File: src/rtl/ard_pkg.sv
// Types, constants and Q1.15 arithmetic for the ring decoder
`default_nettype none
package ard_pkg;

   localparam int MAX_SPEAKERS_DEF = 64;
   localparam int IDX_W            = 6;
   localparam int CNT_W            = 7;
   localparam int CSR_IDX_W        = 3;
   localparam int CSR_DATA_W       = 16;

   typedef logic signed [15:0] q15_type;
   typedef logic signed [16:0] prod_type;
   typedef logic signed [18:0] acc_type;

   typedef enum logic [CSR_IDX_W-1:0] {
      CSR_SPEAKER_COUNT = 3'd0,
      CSR_W_GAIN        = 3'd1,
      CSR_X_GAIN_START  = 3'd2,
      CSR_Y_GAIN_START  = 3'd3,
      CSR_COS_STEP      = 3'd4,
      CSR_SIN_STEP      = 3'd5
   } csr_index_type;

   localparam logic [CNT_W-1:0] RST_SPEAKER_COUNT = 7'd8;
   localparam q15_type RST_W_GAIN       = 16'sd23170;
   localparam q15_type RST_X_GAIN_START = 16'sd16384;
   localparam q15_type RST_Y_GAIN_START = 16'sd0;
   localparam q15_type RST_COS_STEP     = 16'sd23170;
   localparam q15_type RST_SIN_STEP     = 16'sd23170;

   typedef struct packed {
      q15_type w_sample;
      q15_type x_sample;
      q15_type y_sample;
   } ard_req_type;

   typedef struct packed {
      logic [IDX_W-1:0] speaker_index;
      q15_type          speaker_sample;
      logic             last_speaker;
   } ard_rsp_type;

   typedef struct packed {
      q15_type xg;
      q15_type yg;
   } gain_type;

   typedef struct packed {
      logic load;
      logic shift;
   } cell_ctl_type;

   // round to nearest, ties up: floor((a*b + 2^14) / 2^15)
   function automatic prod_type qmul(input q15_type a, input q15_type b);
      logic signed [31:0] p;
      p = (32'(a) * 32'(b)) + 32'sd16384;
      return prod_type'(p[31:15]);
   endfunction

   function automatic acc_type ext(input prod_type v);
      return acc_type'(v);
   endfunction

   function automatic q15_type sat16(input acc_type v);
      if (v > 19'sd32767) begin
         return 16'sh7fff;
      end else if (v < -19'sd32768) begin
         return 16'sh8000;
      end
      return q15_type'(v[15:0]);
   endfunction

endpackage
`default_nettype wire

File: src/rtl/ard_cell.sv
// One ring cell: rotates the gain pair to the next speaker and holds one working gain slot
`default_nettype none
module ard_cell (
   input  wire logic                  clock,
   input  wire ard_pkg::gain_type     g_in,
   input  wire ard_pkg::q15_type      cos_step,
   input  wire ard_pkg::q15_type      sin_step,
   input  wire ard_pkg::gain_type     s_next,
   input  wire ard_pkg::cell_ctl_type ctl,
   output      ard_pkg::gain_type     g_out,
   output      ard_pkg::gain_type     s_out
);
   import ard_pkg::*;

   prod_type xc_ff, ys_ff, yc_ff, xs_ff;
   prod_type xc_in, ys_in, yc_in, xs_in;
   gain_type g_ff, g_in_nx;
   gain_type s_ff, s_in;

   always_comb begin
      xc_in      = qmul(g_in.xg, cos_step);
      ys_in      = qmul(g_in.yg, sin_step);
      yc_in      = qmul(g_in.yg, cos_step);
      xs_in      = qmul(g_in.xg, sin_step);
      g_in_nx.xg = sat16(ext(xc_ff) + ext(ys_ff));
      g_in_nx.yg = sat16(ext(yc_ff) - ext(xs_ff));
      if (ctl.load) begin
         s_in = g_in;
      end else if (ctl.shift) begin
         s_in = s_next;
      end else begin
         s_in = s_ff;
      end
   end

   always_ff @(posedge clock) begin
      xc_ff <= xc_in;
      ys_ff <= ys_in;
      yc_ff <= yc_in;
      xs_ff <= xs_in;
      g_ff  <= g_in_nx;
      s_ff  <= s_in;
   end

   assign g_out = g_ff;
   assign s_out = s_ff;

endmodule
`default_nettype wire

File: config.mk
export PLATFORM = sky130hd
export DESIGN_NAME = ard_cell
export DESIGN_NICKNAME = d
export VERILOG_FILES = /design/src/rtl/ard_pkg.sv /design/src/rtl/ard_cell.sv
export SDC_FILE = /design/constraint.sdc
export NUM_CORES = 2
export LEC_CHECK = 0
export BUFFER_PORTS_ARGS = -buffer_cell sky130_fd_sc_hd__buf_2
export CORE_MARGIN = 5
export CORE_UTILIZATION = 40
export DETAILED_ROUTE_END_ITERATION = 12
export SLEW_MARGIN = 0
export SYNTH_ARGS = -nofsm -noshare
export SYNTH_HDL_FRONTEND = slang
export SYNTH_SLANG_ARGS = --single-unit
File: constraint.sdc
create_clock -name clock -period 8.73 [get_ports clock]
set_input_delay 0 -clock clock [delete_from_list [all_inputs] [get_ports clock]]
set_output_delay 0 -clock clock [all_outputs]
set_load 0.02 [all_outputs]
==> results.py <==
metrics = {
    "outcome": {
        "status": "complete, no violations",
    },
    "place": {
        "hpwl_um": 80600,
        "numPortBuffers": 162,
        "place_ws_ps": 2180,
        "place_congestion": 0.814,
    },
    "yosys": {
        "synth_edf_count": 32,
        "syn_area_per_cell_um2": 9.42,
        "ys_seq_elements": 132,
        "syn-cell-area_um2": 42800,
        "ys_async_sr_fraction_pct": 0,
        "syn_inst": 4550,
        "ys.flop_type": "dfxtp_1",
        "synth-seq-area-share_pct": 6.91,
        "synth.distinct_cells": 76,
        "synth_fp_nets": 6041,
        "ys_warn_count": 0,
    },
    "route": {
        "via_per_inst": 4.87,
        "drtIter0Drc": 1421,
        "drtAntennaViolNets": 0,
        "drcViolationCount": 0,
        "firstDrtPassIters": 5,
        "finalWirelength_um": 104000,
        "wire_per_inst_um": 17.3,
        "vias": 29300,
    },
    "layout": {
        "final_nets": 6085,
        "syn2layout_area_growth_pct": 6.95,
        "final_core_util_pct": 42.9,
        "drive_gt1_share_pct": 6.14,
        "fillers": 10500,
    },
    "setup_path": {
        "path_buf_inv": 6,
        "crit_top_cell": "fa_1",
        "critPathMaxFanout": 32,
        "required_ps": 9130,
        "critical_path_class": "in2reg",
        "arrival_ps": 6500,
        "path_cells": "buf_2 > nand2_1 > fa_1 > inv_1 > fa_1 > inv_1 > fa_1 > inv_1 > fa_1 > fa_1 > inv_1 > fa_1 > inv_1 > ha_1 > nand2_1 > o21ai_0 > o21ai_0 > o21ai_0 > a31o_2 > a41oi_1 > o21ai_0 > a21oi_1 > xnor2_1",
        "cp_top_family": "adder cells",
        "crit_slowest_cell": "buf_2",
        "startpoint_type": "input port",
        "slowest_delay_ps": 630,
        "cp-end-kind": "flip-flop",
    },
    "clock_tree": {
        "cts.clk_slew.worst_paths_ps": 70,
        "clk_latency_ps": 520,
        "cts_buffers": 17,
        "cts_buffer_depth": 2,
        "clock-sinks": 132,
        "cts_resized": 0,
        "htree_levels": 4,
        "cts-root-buf": "clkbuf_16",
        "cts_tree": "done",
    },
    "die": {
        "die_y_um": 337,
        "top_level_ports": 163,
        "die_area_um2": 114000,
        "start_util_pct": 40.1,
        "placeableCoreArea_um2": 107000,
        "fp.dieW_um": 337,
        "num_rows": 120,
    },
    "sta": {
        "setup_violations": 0,
        "max_freq_mhz": 164,
        "fin_crit_ps": 6110,
        "hold_viol_final": 0,
        "max-slew-margin-rel_pct": 17.7,
        "worst_slew_pin_slew_ps": 1230,
        "slew_violations": 0,
        "timing.setup.tns_ps": 0,
        "fin_ws_ps": 2620,
        "rsz0062_at_grt": "false",
        "fin_skew_ps": 16.9,
        "fin_crit_sh_pct": 69.9,
    },
    "global_routing": {
        "grt_first_pass_wirelength_um": 174000,
        "grt_pass1_vias": 31900,
        "grt_max_degree": 34,
        "grt-ovfl-total": 0,
        "grt_use_total_pct": 19.6,
        "antenna_found_initial": 11,
    },
    "worst_hold_path": {
        "hp-class": "in2reg",
    },
    "flow_run": {
        "drv_cap": 0,
    },
}
==> layer usage <==
layer  global-route usage [%]  vias up  wire (µm)
met1                     26.5    15300      45200
met3                     2.91      115       5140
met4                     6.12       10       3250
met2                     32.7      606      50200
li1                         -    13300          -
met5                        0        -         56
==> stage by stage <==
stage / instance area (µm²) / hold WS [ps] / std cells
final: 45800 / 241 / 6017
after global routing: 45800 / 235 / 6010
after CTS: 45800 / 212 / 6010
after detailed placement: 44900 / 305 / 5944
after global placement: 44900 / 300 / 5944
after floorplan: 42800 / 220 / 4550
==> synth_stat cells (3+ instances only) <==
cell type / count / share of area, %
nand2b_1: 27 / 0.39
fa_1: 1050 / 49
a21oi_1: 61 / 0.71
and3_1: 7 / 0.10
a31oi_1: 13 / 0.19
o22ai_1: 3 / 0.044
inv_1: 1165 / 10
clkbuf_1: 195 / 1.7
o211ai_1: 3 / 0.053
nand2_1: 512 / 4.5
o21ai_0: 45 / 0.53
or2_2: 4 / 0.058
xnor2_1: 95 / 1.9
o31a_1: 3 / 0.061
buf_1: 3 / 0.026
nor2_1: 116 / 1.0
or3_1: 5 / 0.073
nor3_1: 17 / 0.20
nor2b_1: 9 / 0.13
xor2_1: 23 / 0.47
mux2i_1: 3 / 0.070
a211o_1: 5 / 0.10
a211oi_1: 15 / 0.26
dfxtp_1: 100 / 4.7
ha_1: 342 / 10
nand3b_1: 4 / 0.070
a221oi_1: 4 / 0.082
o21bai_1: 9 / 0.16
a21o_2: 5 / 0.10
and2_1: 480 / 7.0
edfxtp_1: 32 / 2.2
nand3_1: 24 / 0.28
mux2_2: 33 / 0.87
o21a_1: 13 / 0.23
nand4_1: 15 / 0.22
a21o_1: 58 / 1.0
==> area by class of cell <==
| cell class | count | area, µm² | area share [%] |
|---|---|---|---|
| Antenna cell | 7 | 17.5 | 0.0382 |
| Clock buffer | 21 | 482 | 1.05 |
| Clock inverter | 11 | 115 | 0.251 |
| Inverter | 1165 | 4370 | 9.54 |
| Multi-Input combinational cell | 3051 | 34700 | 75.8 |
| Sequential cell | 132 | 2960 | 6.46 |
| Tap cell | 1403 | 1760 | 3.83 |
| Timing Repair Buffer | 227 | 1380 | 3.02 |
==> placed cells by master, fill, tap and decap left out, types with 15 or more instances in the layout <==
cell           count
a211oi_1          15
a21o_1            58
a21oi_1           61
and2_1           480
buf_2            162
buf_4             31
clkbuf_16         18
dfxtp_1          100
dlygate4sd3_1     34
edfxtp_1          32
fa_1            1050
ha_1             342
inv_1           1165
mux2_2            33
nand2_1          512
nand2b_1          27
nand3_1           24
nand4_1           15
nor2_1           116
nor3_1            17
o21ai_0           45
xnor2_1           95
xor2_1            23
==> worst paths after layout <==
path	from	to	slack, ps	depth (start not counted)
setup reg to reg	xs_ff[1]	g_out[1]	5150	11
hold reg to reg	ys_ff[0]	g_out[16]	660	2
hold / removal	ctl[1]	s_out[23]	240	3
setup / recovery	sin_step[8]	ys_ff[16]	2620	23
==> timing repair <==
item	4_1_cts	5_1_grt
endpoints found under the hold margin	32	0
hold buffers	34	0
setup buffers	0	0
==> worst min-delay path, stage by stage <==
cell and delay, ps:
buf_2 100, buf_4 260, mux2_2 280
==> flip-flops by register name (all words and copies together) (netlist names) <==
register	count
g_out	32
s_out	32
xc_ff	17
xs_ff	17
yc_ff	17
ys_ff	17
==> logic make-up (layout without fill, tap and decap cells) <==
family | after synthesis | after routing | share of synthesized area, %
xor+xnor | 118 | 118 | 2.41
other cells | 0 | 7 | 0
mux | 36 | 36 | 0.937
flops | 132 | 132 | 6.91
fa+ha+maj | 1392 | 1392 | 59.0
compound gates | 272 | 272 | 4.39
simple gates | 1233 | 1233 | 14.3
buf+inv | 1367 | 1424 | 12.0
Power is not shown: default switching activity piles up to over one toggle a cycle in this logic, so the estimate is an artifact.
