$ cat src/rtl/ard_pkg.sv
// Types, constants and Q1.15 arithmetic for the ring decoder
`default_nettype none
package ard_pkg;

   localparam int MAX_SPEAKERS_DEF = 64;
   localparam int IDX_W            = 6;
   localparam int CNT_W            = 7;
   localparam int CSR_IDX_W        = 3;
   localparam int CSR_DATA_W       = 16;

   typedef logic signed [15:0] q15_type;
   typedef logic signed [16:0] prod_type;
   typedef logic signed [18:0] acc_type;

   typedef enum logic [CSR_IDX_W-1:0] {
      CSR_SPEAKER_COUNT = 3'd0,
      CSR_W_GAIN        = 3'd1,
      CSR_X_GAIN_START  = 3'd2,
      CSR_Y_GAIN_START  = 3'd3,
      CSR_COS_STEP      = 3'd4,
      CSR_SIN_STEP      = 3'd5
   } csr_index_type;

   localparam logic [CNT_W-1:0] RST_SPEAKER_COUNT = 7'd8;
   localparam q15_type RST_W_GAIN       = 16'sd23170;
   localparam q15_type RST_X_GAIN_START = 16'sd16384;
   localparam q15_type RST_Y_GAIN_START = 16'sd0;
   localparam q15_type RST_COS_STEP     = 16'sd23170;
   localparam q15_type RST_SIN_STEP     = 16'sd23170;

   typedef struct packed {
      q15_type w_sample;
      q15_type x_sample;
      q15_type y_sample;
   } ard_req_type;

   typedef struct packed {
      logic [IDX_W-1:0] speaker_index;
      q15_type          speaker_sample;
      logic             last_speaker;
   } ard_rsp_type;

   typedef struct packed {
      q15_type xg;
      q15_type yg;
   } gain_type;

   typedef struct packed {
      logic load;
      logic shift;
   } cell_ctl_type;

   // round to nearest, ties up: floor((a*b + 2^14) / 2^15)
   function automatic prod_type qmul(input q15_type a, input q15_type b);
      logic signed [31:0] p;
      p = (32'(a) * 32'(b)) + 32'sd16384;
      return prod_type'(p[31:15]);
   endfunction

   function automatic acc_type ext(input prod_type v);
      return acc_type'(v);
   endfunction

   function automatic q15_type sat16(input acc_type v);
      if (v > 19'sd32767) begin
         return 16'sh7fff;
      end else if (v < -19'sd32768) begin
         return 16'sh8000;
      end
      return q15_type'(v[15:0]);
   endfunction

endpackage
`default_nettype wire

$ cat src/rtl/ard_out_buf.sv
// Output register with skid slot for the result channel
`default_nettype none
module ard_out_buf (
   input  wire logic                 clock,
   input  wire logic                 reset,
   input  wire logic                 in_valid,
   input  wire ard_pkg::ard_rsp_type in_data,
   output      logic                 in_ready,
   output      logic                 out_valid,
   output      ard_pkg::ard_rsp_type out_data,
   input  wire logic                 out_stall
);
   import ard_pkg::*;

   logic        out_valid_ff, out_valid_in;
   logic        skid_valid_ff, skid_valid_in;
   ard_rsp_type out_ff, out_in;
   ard_rsp_type skid_ff, skid_in;
   logic        take, in_fire;

   always_comb begin
      take          = out_valid_ff && !out_stall;
      in_fire       = in_valid && !skid_valid_ff;
      out_valid_in  = out_valid_ff;
      out_in        = out_ff;
      skid_valid_in = skid_valid_ff;
      skid_in       = skid_ff;
      if (skid_valid_ff) begin
         if (take) begin
            out_in        = skid_ff;
            skid_valid_in = 1'b0;
         end
      end else if (!out_valid_ff || take) begin
         out_valid_in = in_fire;
         if (in_fire) begin
            out_in = in_data;
         end
      end else if (in_fire) begin
         skid_valid_in = 1'b1;
         skid_in       = in_data;
      end
   end

   always_ff @(posedge clock) begin
      if (reset) begin
         out_valid_ff  <= 1'b0;
         skid_valid_ff <= 1'b0;
      end else begin
         out_valid_ff  <= out_valid_in;
         skid_valid_ff <= skid_valid_in;
      end
      out_ff  <= out_in;
      skid_ff <= skid_in;
   end

   assign in_ready  = !skid_valid_ff;
   assign out_valid = out_valid_ff;
   assign out_data  = out_ff;

endmodule
`default_nettype wire

$ cat config.mk
export PLATFORM = sky130hd
export DESIGN_NAME = ard_out_buf
export DESIGN_NICKNAME = d
export VERILOG_FILES = /design/src/rtl/ard_pkg.sv /design/src/rtl/ard_out_buf.sv
export SDC_FILE = /design/constraint.sdc
export NUM_CORES = 1
export LEC_CHECK = 0
export BUFFER_PORTS_ARGS = -buffer_cell sky130_fd_sc_hd__buf_2
export CORE_MARGIN = 2
export CORE_UTILIZATION = 46
export DETAILED_ROUTE_END_ITERATION = 12
export PLACE_DENSITY = 0.75
export REMOVE_ABC_BUFFERS = 1
export SYNTH_ARGS = -nofsm -noshare
export SYNTH_HDL_FRONTEND = slang
export SYNTH_SLANG_ARGS = --single-unit
$ cat constraint.sdc
create_clock -name clock -period 2.5 [get_ports clock]
set_clock_uncertainty 0.15 [all_clocks]
set_input_delay 0.125 -clock clock [delete_from_list [all_inputs] [get_ports clock]]
set_output_delay 0.125 -clock clock [all_outputs]
set_load 0.01 [all_outputs]
==> results of run 1 <==
-- through the flow --
stage	util (%)	setup TNS (ns)	hold WS, ns
5_1_grt	62.68	0	0.02106
2_1_floorplan	-	-10.26	0.04407
3_5_place_dp	54.65	0	0.1568
4_1_cts	62.68	0	0.006749
3_3_place_gp	54.65	0	0.1554
6_report	62.68	0	0.01804
-- flip-flops by register name, indices dropped and copies added (netlist names) --
name,flops
out_data,23
out_valid,1
skid_ff,23
skid_valid_ff,1
-- per-layer routing --
layer / GRT usage (%) / share of wire, % / vias to the layer above
met5: 0 / 0 / -
met4: 7.398 / 0.75 / 0
met3: 6.500 / 5.3 / 4
met2: 25.25 / 52 / 41
met1: 15.84 / 42 / 492
li1: - / - / 490
-- worst reg2reg max path, delay by kind of cell (launching register included) --
kind,cells,cell delay (ns)
simple gates,1,0.23
buf+inv,1,0.33
flops,1,0.40
compound gates,1,0.29
-- what timing repair did --
item | 4_1_cts | 5_1_grt
hold endpoints to repair | 37 | 0
hold buffers | 24 | 0
setup endpoints to repair | 0 | 0
-- worst min-delay path by stage --
stage                    endpoint       from  slack, ns  depth (start not counted)
global placement        out_valid      reset       0.16                          2
global route        skid_valid_ff  out_stall       0.02                          3
CTS                 skid_valid_ff  out_stall      0.007                          3
finish              skid_valid_ff  out_stall       0.02                          3
detailed placement      out_valid      reset       0.16                          2
floorplan               out_valid      reset       0.04                          1
-- layout by cell type, fill, tap and decap left out, drive strengths merged --
cell type,instances
clkbuf,5
nor2,1
clkinv,2
dfxtp,2
nor2b,1
buf,54
o21ai,1
nand2b,1
a21oi,2
mux2,23
dlygate4sd3,24
nor3,1
edfxtp,46
inv,1
a21boi,1
nand2,2
-- cell type report --
| cell class | instances | area (um2) | area share [%] |
|---|---|---|---|
| clock buffers | 5 | 68.82 | 2.785 |
| repair buffers | 78 | 530.5 | 21.47 |
| flip-flops and latches | 48 | 1421 | 57.52 |
| clock inverters | 2 | 7.507 | 0.3038 |
| inverters | 1 | 3.754 | 0.1519 |
| multi-input cells | 33 | 376.6 | 15.24 |
| well taps | 50 | 62.56 | 2.532 |
-- synth_stat cells, types with 2 or more instances --
| cell | count |
|---|---|
| nand2_1 | 2 |
| mux2_2 | 7 |
| a21oi_1 | 2 |
| edfxtp_1 | 46 |
| mux2_4 | 16 |
| dfxtp_1 | 2 |
| buf_12 | 2 |
-- kinds of logic (layout without fill, tap and decap cells) --
logic type	after synthesis	after routing	synth area share [%]
mux	23	23	17.28
compound gates	4	4	1.219
buf+inv	4	86	2.981
flops	48	48	76.96
simple gates	6	6	1.558
-- power groups by stage --
stage	combinational, mW	clock (mW)	sequential [mW]
finish	0.189	0.408	0.947
global route	0.204	0.462	0.950
CTS	0.191	0.424	0.947
detailed placement	0.161	0	0.965
global placement	0.158	0	0.964
floorplan	0.0622	0	0.990
==> results.json, run 1 <==
{
  "slowest_stage": "dfxtp_1",
  "startpoint_type": "register",
  "overflow": 0,
  "placed_area_um2": 2155,
  "syn_to_final_growth_pct": 33.81,
  "power_frac_seq_pct": 61.3,
  "rows": 23,
  "setup_viol": 0,
  "r2r-end": "out_data[11]",
  "stdcell_area_um2": 2471,
  "cts_max_path_buffers": 2,
  "fillers": 292,
  "synth_warnings": 0,
  "setup_slack_ns": 0.7859,
  "hp-class": "input pin to register",
  "finalMaxSlewViolations": 0,
  "pwr-share-clk_pct": 26.4,
  "wl_mm": 3.056,
  "cts_root_buf": "clkbuf_8",
  "first_pass_iters": 5,
  "die_w_um": 67.36,
  "crit_required_ns": 2.33,
  "wl_per_cell_um": 14.08,
  "n_antenna_cell": 0,
  "netSwitchingFraction_pct": 20.66,
  "portBuffers": 51,
  "worstPathArrival_ns": 1.54,
  "fin_cells": 217,
  "vias_per_cell": 4.733,
  "ys_ff_latch": 48,
  "cp_num_buf_inv": 1,
  "clk_pin_slew_ns": 0.08,
  "critPathTopFamily": "flip-flops",
  "nets": 194,
  "endpoint_kind": "register",
  "die-area_um2": 4537,
  "grtUsageTotal_pct": 14.91,
  "p_leak_nw": 0.9609,
  "ant_nets": 0,
  "ios": 52,
  "r2r_slack_ns": 0.79,
  "ir_drop_v": 0.0004117,
  "regToRegStartpoint": "skid_valid_ff",
  "core_um2": 3943,
  "cts_tree": "yes",
  "grt_setup_unrepaired": "false",
  "critical_path_depth": 3,
  "synthTopCellsByArea": "edfxtp_1 75%, mux2_4 13%, mux2_2 4.3%, buf_12 2.2%, dfxtp_1 2.2%",
  "cts-resized-gates": 0,
  "hpwl_mm": 1.985,
  "synth_cell_types": 15,
  "synth_ff_type": "edfxtp_1",
  "fin_crit_sh_pct": 68.56,
  "ys_seq_area_share_pct": 76.96,
  "grt_antenna_before_repair": 0,
  "grt_pass1_vias": 1034,
  "criticalPathCategory": "register to register",
  "max_freq_mhz": 583.4,
  "grt_max_degree": 22,
  "worstSetupEndpoint": "out_data[11]",
  "grt_pass1_wl_mm": 4.705,
  "clk_latency_ns": 0.29,
  "avgSynthCellArea_um2": 21.73,
  "h-tree-depth": 2,
  "hold_viol": 0,
  "gp_congestion": 0.6917,
  "synth_edf_count": 46,
  "powerDensity_nw_per_um2": 624.5,
  "drt_iter0_drc": 20,
  "pwr-share-comb_pct": 12.2,
  "yosysTopAreaCell": "edfxtp_1",
  "synthCells": 85,
  "post_cts_buffers": 0,
  "die_h_um": 67.36,
  "internal_power_mw": 1.224,
  "synth_area_um2": 1847,
  "worst-r2r-cell-count": 3,
  "initial_utilization_pct": 46.84,
  "cts.sinks": 48,
  "max_slew_margin_pct": 70.16,
  "cp_max_fo": 19,
  "status": "finished, final reports clean",
  "cap_violations": 0,
  "post-place-ws_ns": 0.8115,
  "vias": 1027,
  "synthArstFlopShare_pct": 0,
  "worstSetupStartpoint": "skid_valid_ff",
  "switchingPower_uw": 318.9,
  "cts_buffers": 5,
  "synth_top_area_share_pct": 74.80,
  "slowest_delay_ns": 0.40,
  "drive_gt1_share_pct": 50.30,
  "placed_cells": 186,
  "tightest_slew_ns": 0.4472,
  "drc": 0,
  "crit_chain": "nand2b_1, a21boi_2, buf_4",
  "power_mw": 1.543,
  "finalCriticalPeriod_ns": 1.714
}
No activity file was read; power rests on OpenSTA's default activity.
==> run 2, diff against run 1 <==
--- a/config.mk
+++ b/config.mk
@@ -5,11 +5,12 @@
 export SDC_FILE = /design/constraint.sdc
 export NUM_CORES = 1
 export LEC_CHECK = 0
+export ABC_AREA = 1
 export BUFFER_PORTS_ARGS = -buffer_cell sky130_fd_sc_hd__buf_2
 export CORE_MARGIN = 2
 export CORE_UTILIZATION = 46
 export DETAILED_ROUTE_END_ITERATION = 12
-export PLACE_DENSITY = 0.75
+export PLACE_DENSITY = 0.72
 export REMOVE_ABC_BUFFERS = 1
 export SYNTH_ARGS = -nofsm -noshare
 export SYNTH_HDL_FRONTEND = slang
==> constraint.sdc (replaced) <==
create_clock -name clock -period 1.6 [get_ports clock]
set_clock_uncertainty 0.15 [all_clocks]
set_input_delay 0.08 -clock clock [delete_from_list [all_inputs] [get_ports clock]]
set_output_delay 0.08 -clock clock [all_outputs]
set_load 0.01 [all_outputs]
==> run 2 against run 1 <==
Against the previous run: sequential power grew 55%; first-iteration DRC count is 90% higher; register-to-register slack worse by 0.68 ns; critical path type unchanged; largest power group unchanged.
==> results.json, run 2 <==
{
  "status": "finished, final reports clean",
  "drc": 0,
  "finalCriticalPeriod_ns": 1.490,
  "vias_per_cell": 4.588,
  "drt_iter0_drc": 38,
  "overflow": 0,
  "ios": 52,
  "synthTopCellsByArea": "edfxtp_1 75%, nand2_1 15%, dfxtp_1 2.2%, buf_6 1.8%, nand2_2 1.7%",
  "synth_cell_types": 13,
  "grt_antenna_before_repair": 0,
  "startpoint_type": "register",
  "vias": 1257,
  "hpwl_mm": 2.338,
  "grt_setup_unrepaired": "false",
  "cp_num_buf_inv": 1,
  "fillers": 313,
  "criticalPathCategory": "register to register",
  "nets": 253,
  "grt_pass1_vias": 1258,
  "synth_edf_count": 46,
  "cts_tree": "yes",
  "rows": 22,
  "cts_root_buf": "clkbuf_8",
  "die_w_um": 67.11,
  "hp-class": "input pin to register",
  "tightest_slew_ns": 0.3057,
  "slowest_stage": "dfxtp_1",
  "synthCells": 140,
  "clk_latency_ns": 0.29,
  "seqCellArea_um2": 1421,
  "layout_common_cells": "71 x nand2_1, 51 x buf_2, 46 x edfxtp_1",
  "synthMostInstantiatedCell": "nand2_1",
  "endpoint_kind": "register",
  "slowest_delay_ns": 0.50,
  "whs_ns": 0.3648,
  "ant_nets": 0,
  "grt_pass1_wl_mm": 5.457,
  "die_h_um": 67.11,
  "crit_chain": "nand2_1, a21oi_2, buf_4",
  "setup_viol": 0,
  "n_antenna_cell": 0,
  "synth_warnings": 0,
  "die-area_um2": 4503,
  "syn_to_final_growth_pct": 36.27,
  "multiInputGateArea_um2": 324.1,
  "avgSynthCellArea_um2": 13.08,
  "wl_mm": 3.345,
  "powerDensity_nw_per_um2": 958.7,
  "worstPathArrival_ns": 1.34,
  "core_um2": 3744,
  "wl_per_cell_um": 12.21,
  "final_common_cell": "nand2_1",
  "synth_area_um2": 1832,
  "max_freq_mhz": 671.1,
  "portBuffers": 51,
  "h-tree-depth": 2,
  "synthTopCellsByCount": "71 x nand2_1, 46 x edfxtp_1, 6 x inv_1, 5 x nand2_2, 3 x buf_6",
  "finalMaxSlewViolations": 0,
  "cts_buffers": 5,
  "p_leak_nw": 1.096,
  "synth_top_area_share_pct": 75.41,
  "regToRegStartpoint": "skid_valid_ff",
  "hold_viol": 0,
  "clk_pin_slew_ns": 0.08,
  "cp_max_fo": 7,
  "hold_path_startpoint": "in_data[14]",
  "cap_violations": 0,
  "critPathTopFamily": "flip-flops",
  "ir_drop_v": 0.0006548,
  "first_pass_iters": 4,
  "grtUsageTotal_pct": 17.07,
  "initial_utilization_pct": 48.93,
  "crit_required_ns": 1.45,
  "ys_seq_area_share_pct": 77.60,
  "setup_slack_ns": 0.1099,
  "max_slew_margin_pct": 79.59,
  "cts-resized-gates": 0,
  "drive_gt1_share_pct": 31.42,
  "cts.sinks": 48,
  "gp_congestion": 0.7271,
  "cts_max_path_buffers": 2,
  "post-place-ws_ns": 0.1046,
  "worstSetupStartpoint": "skid_valid_ff",
  "yosysTopAreaCell": "edfxtp_1",
  "grt_max_degree": 25,
  "synth_ff_type": "edfxtp_1",
  "ys_ff_latch": 48,
  "fin_crit_sh_pct": 93.13,
  "final_util_pct": 66.68,
  "synthArstFlopShare_pct": 0
}
[run 2: path summary, 6_finish.rpt]
kind | to | slack, ns | depth (start not counted)
setup / recovery | out_data[22] | 0.11 | 3
hold / removal | skid_ff[14] | 0.36 | 2
setup reg to reg | out_data[22] | 0.11 | 3
hold reg to reg | out_data[17] | 0.37 | 2
[run 2: cells by family (layout without fill, tap and decap cells)]
| group | count (synthesis) | in the layout | share of synthesized area [%] |
|---|---|---|---|
| AO/OA/AOI/OAI | 2 | 2 | 0.7512 |
| buffers and inverters | 12 | 98 | 4.918 |
| flip-flops | 48 | 48 | 77.60 |
| AND/OR/NAND/NOR | 78 | 78 | 16.73 |
[run 2: final cells by class]
type | instances | share of cell area, %
Sequential cell | 48 | 56.94
Timing Repair Buffer | 84 | 23.26
Multi-Input combinational cell | 80 | 12.98
Clock buffer | 5 | 2.757
Tap cell | 48 | 2.406
Inverter | 7 | 1.353
Clock inverter | 2 | 0.3008
[run 2: per-layer routing]
metal / track usage, % / wire, um / vias to the layer above
met4: 5.102 / 36 / 0
met3: 5.912 / 219 / 4
met2: 29.21 / 1696 / 49
met1: 20.29 / 1393 / 573
li1: - / - / 631
met5: 0 / 0 / -
[run 2: report_power, final]
part           total [mW]  switching, mW  internal [mW]  leakage (nW)
Clock               0.640          0.352          0.288        0.0391
Combinational       0.278          0.142          0.136         0.609
Sequential           1.47         0.0191           1.46         0.448
[run 2: through the flow]
step / area (um2) / total power [mW] / std cells / setup TNS [ns]
global placement: 2160 / 1.725 / 241 / 0
detailed placement: 2160 / 1.736 / 241 / 0
floorplan: 1775 / 1.605 / 135 / -30.19
CTS: 2486 / 2.411 / 273 / 0
global route: 2496 / 2.509 / 274 / 0
finish: 2496 / 2.393 / 274 / 0
[run 2: timing repair]
action,CTS,global route
endpoints found under the hold margin,48,1
setup buffers,0,0
hold buffers,25,1
